[src/hdl/m3inv_pkg.sv]
package m3inv_pkg;

   localparam int DEF_FRAC_BITS = 16;
   localparam int DEF_WORD_BITS = 32;
   localparam int NUM_ELEMS = 9;

   // operand positions (row-major element numbers) of the two products of each cofactor
   localparam int unsigned COF_IDX [0:NUM_ELEMS-1][0:3] = '{
      '{4, 8, 7, 5}, '{2, 7, 1, 8}, '{1, 5, 2, 4},
      '{5, 6, 3, 8}, '{0, 8, 2, 6}, '{3, 2, 0, 5},
      '{3, 7, 6, 4}, '{6, 1, 0, 7}, '{0, 4, 3, 1}
   };

   typedef struct packed {
      logic singular;
      logic saturated;
   } rsp_flags_type;

endpackage

[src/hdl/m3inv_merge.sv]
module m3inv_merge #(
   parameter int WORD_BITS = 32
) (
   input  logic clock,
   input  logic en,
   input  logic [WORD_BITS-1:0] result [0:8],
   input  logic [8:0] sat,
   input  logic singular,
   output logic [WORD_BITS-1:0] inv [0:8],
   output m3inv_pkg::rsp_flags_type flags
);
   import m3inv_pkg::*;

   logic [WORD_BITS-1:0] inv_ff [0:NUM_ELEMS-1];
   rsp_flags_type flags_ff;

   always_ff @(posedge clock) begin
      if (en) begin
         inv_ff <= result;
         flags_ff.singular <= singular;
         flags_ff.saturated <= |sat;
      end
   end

   assign inv = inv_ff;
   assign flags = flags_ff;
endmodule

[config.mk]
export PLATFORM = sky130hd
export DESIGN_NAME = m3inv_merge
export DESIGN_NICKNAME = d
export VERILOG_FILES = /design/src/hdl/m3inv_pkg.sv /design/src/hdl/m3inv_merge.sv
export SDC_FILE = /design/constraint.sdc
export NUM_CORES = 1
export LEC_CHECK = 0
export BUFFER_PORTS_ARGS = -buffer_cell sky130_fd_sc_hd__clkbuf_2
export CORE_AREA = 3 3 225 227
export DETAILED_ROUTE_END_ITERATION = 6
export DIE_AREA = 0 0 228 230
export SLEW_MARGIN = 20
export SYNTH_ARGS = -nofsm -noshare
export SYNTH_HDL_FRONTEND = slang
export SYNTH_SLANG_ARGS = --single-unit
[constraint.sdc]
create_clock -name clock -period 0.9 [get_ports clock]
set_input_delay 0.18 -clock clock [delete_from_list [all_inputs] [get_ports clock]]
set_output_delay 0.18 -clock clock [all_outputs]
set_load 0.02 [all_outputs]
# Yosys cells after proc, flatten, opt, wreduce, memory -nomap -nowiden
# Index checks and enable logic that the tools add are counted.
[word_totals]
reg_bits = 290
inputBits = 300
out_inout_bits = 290
elab_cells = 12
[classes]
n_reduce_logical = 1
[op_table]
columns = ["op", "n"]
rows = [
  ["$reduce_or 9->1", 1],
]

# Depth between registers and ports, before layout
[depth]
word_depth = 1
mapped_depth = 2
ltp_nobuf = 2

# Worst setup path before layout
# OpenSTA, ideal clock, no wires.
[synth_path]
path_kind = "input -> register"
startpoint = "input port sat[6]"
endpoint = "register flags_ff, in the netlist flags[0], data pin"
setup_ns = 0.267
arrival_ns = 0.509
t_required_ns = 0.633
slack_ns = 0.124
path_stages = 2
path_buffers = 0
cell_sequence = "nor4_1 > nand3_1"
[synth_between]
elab_chain_cells = 1
[synth_lines]
columns = ["item", "line", "rtl"]
rows = [
  ["from (decl)", "m3inv_merge.sv:7", "input logic [8:0] sat,"],
  ["$reduce_or 9->1", "m3inv_merge.sv:21", "flags_ff.saturated <= |sat;"],
  ["to (decl)", "m3inv_merge.sv:15", "rsp_flags_type flags_ff;"],
]
# No other way between the ends.
# A chain may end at the register's enable or synchronous reset.

# Worst setup path after layout
[layout_path]
startpoint = "register inv_ff, in the netlist inv[77]"
endpoint = "output port inv[77] (netlist bit)"
[layout_rtl]
columns = ["item", "line", "rtl"]
rows = [
  ["from (decl)", "m3inv_merge.sv:14", "logic [WORD_BITS-1:0] inv_ff [0:NUM_ELEMS-1];"],
  ["from (signal assigned)", "m3inv_merge.sv:19", "inv_ff <= result;"],
  ["to (decl)", "m3inv_merge.sv:9", "output logic [WORD_BITS-1:0] inv [0:8],"],
]
# No word-level cell between the ends.

==> summary.md <==
| Metric | Value |
|---|---|
| Place WS | -0.103 ns |
| CP Buf/Inv Count | 1 |
| Synth top area share | 0.998 |
| Cell Chain, Critical Path | buf_2 |
| Sw frac | 0.237 |
| Pin count of the biggest net entering global routing | 33 |
| Share of layout cells above drive strength 1 | 0.521 |
| Worst hold margin | -0.00456 ns |
| Max-cap check violation count | 0 |
| RSZ-0062 raised after global routing | true |
| Critical Path RT | 0.72 ns |
| Synth area leaders | edfxtp_1 (100%), nor4_1 (0.072%), nand3_1 (0.057%), nor3_1 (0.057%), nor2_1 (0.043%) |
| Clk pin slew, worst setup/hold paths | 0.06 ns |
| CP max stage delay | 0.44 ns |
| Worst min path class | in2reg |
| Root Buffer | clkbuf_16 |
| Via count | 7022 |
| Gate power share | 0.165 |
| Pwr/cell area | 1880 nW/um2 |
| Fin util | 0.371 |
| Peak supply drop | 0.00138 V |
| Setup Buffers After CTS | 0 |
| Failing checks | hold timing, setup timing |
| Synth Register Bits | 290 |
| I/O pin count | 590 |
| Hold-fix buffers at CTS | 298 |
| Slew @ Worst Pin | 0.290 ns |
| First-pass GRT wire length | about 48 mm |
| Largest delay contributor family on the critical path | flip-flops |
| # rows | 81 |
| Post-Syn Area | roughly 8700 um2 |
| Die W | 228 um |
| Worst Slack Setup Final | -0.466 ns |
| Hold Path Depth | 3 |
| Commonest non-fill, non-tap cell in the layout | clkbuf_2 |
| Remaining DRCs | 0 |
| Worst slew margin | 0.806 |
| Die ar. | 52400 um2 |
| DPL Wire Length | 23.0 mm |
| Fmax achieved | ~730 MHz |
| CTS sink count | 290 |
| Synth Net Count | 594 |
| Vias in the first global route | 7711 |
| Drt via density | 3.64 |
| Sequential share of the synthesized area | 0.998 |
| Synth warn | 0 |
| Gp weighted congestion | 0.844 |
| Input/output buffers | 589 |
| Internal power | approximately 0.026 W |
| Area leader, netlist | edfxtp_1 |
| Hold path startpoint | sat[6] |
| Area grow syn2layout | 108% |
| Fill cells | about 4400 |
| Core box area | slightly below 50000 um2 |
| Crit path max fanout | 1 |
| Drt total wl | approximately 35 mm |
| First-pass iteration count of the detailed router | 6 |
| H-tree depth | 1 |
| Startpoint Class | register |
| Initial core utilization | 0.179 |
| Post-route ant nets | 0 |
| Clock power frac | 0.349 |
| Die height | 230 um |
| Max clock buf depth | 3 |
| Gr usage total | 0.120 |
| Setup Crit Path Kind | reg2out |
| Initial DRC count | about 250 |
| Leakage power | 7.57 nW |
| Hold EP | flags[0]$_DFFE_PP_ |
| CTS tree | done |
| Final cell count without fillers | 1931 |
| Max-slew violation count | 0 |
| Status | finished with violations |
| Setup TNS | -109.07 ns |
| Crit. End Element | output port |
| Sequential Power Share | 0.487 |
| Syn avg cell area | 29.7 um2 |
| Cells after Synth | 294 |
| Distinct cells, synth | 5 |
| Net load switching power | 0.00807 W |
| Crit share post-route | 1.52 |
| Nets | 1542 |
| Hold Vio Cnt, Final | 1 |
| Crit path DAT | 1.19 ns |
| Placed Cells incl. Taps | 1576 |
| Tmin final | 1.37 ns |
| Endpoints failing setup | 291 |
| Highest-count cells in the layout ignoring fill and taps | clkbuf_2 (300), dlygate4sd3_1 (298), edfxtp_1 (290), buf_6 (189), buf_2 (76) |
| WL/cell | 17.9 um |
| Global route total overflow | 0 |
| CP max stage cell | edfxtp_1 |
| Initial antenna violation count | 10 |
| CTS Buf Count | 30 |
-- registers in the layout (all words and copies together) (netlist names) --
register	flops
inv	288
flags	2
-- power by group through the flow --
stage | Clock [W] | Sequential (W) | Combinational (W)
3_3_place_gp | 0 | 0.0167 | 0.00355
2_1_floorplan | 0 | 0.0180 | 0.00000290
4_1_cts | 0.0122 | 0.0164 | 0.00478
6_report | 0.0119 | 0.0166 | 0.00561
3_5_place_dp | 0 | 0.0167 | 0.00358
5_1_grt | 0.0127 | 0.0167 | 0.00586
-- logic make-up after synthesis --
logic type | Yosys count | share of synthesized area
DFF | 290 | 0.998
and+or+nand+nor | 4 | 0.00229
-- per-stage QoR --
step                      cell area [um2]  total power (W)  hold slack, ns
final                               18100           0.0341        -0.00456
after global routing                18100           0.0353         0.00228
after CTS                           16900           0.0334         -0.0789
after detailed placement            12800           0.0203           0.359
after global placement              12800           0.0202           0.357
after floorplan                      8730           0.0180           0.279
-- cell usage after synthesis (all sizes together) --
library cell,count
nor3,1
edfxtp,290
nor2,1
nor4,1
nand3,1
-- cell type report --
type / instances / area, um2 / area share
flip-flops and latches: 290 / 8710 / 0.481
repair buffers: 916 / 7610 / 0.420
well taps: 664 / 831 / 0.0458
clock buffers: 39 / 785 / 0.0433
clock inverters: 15 / 155 / 0.00856
multi-input cells: 4 / 26.3 / 0.00145
diodes: 3 / 7.51 / 0.000414
-- what timing repair did --
action                                  in CTS  in global routing
gates resized for setup                     48                649
pin swaps                                    0                  1
endpoints found under the setup margin     290                291
hold endpoints to repair                   294                  1
-- worst max-delay path by stage --
stage	cells after the start	end	startpoint	slack [ns]
2_1_floorplan	2	flags[0]$_DFFE_PP_	sat[6]	0.12
3_3_place_gp	3	inv[189]$_DFFE_PP_	en	-0.09
3_5_place_dp	3	inv[189]$_DFFE_PP_	en	-0.10
4_1_cts	1	inv[139]	inv[139]$_DFFE_PP_	-0.52
5_1_grt	1	inv[139]	inv[139]$_DFFE_PP_	-0.51
6_report	1	inv[77]	inv[77]$_DFFE_PP_	-0.47
-- layer usage --
metal  up-vias  wire length (um)  GRT usage
met1      3385             12400      0.128
met3        81              3380     0.0486
met2       436             17600      0.211
met5         -                55          0
li1       3112                 -          -
met4         8              1190     0.0507
No activity file was read; power rests on OpenSTA's default activity.
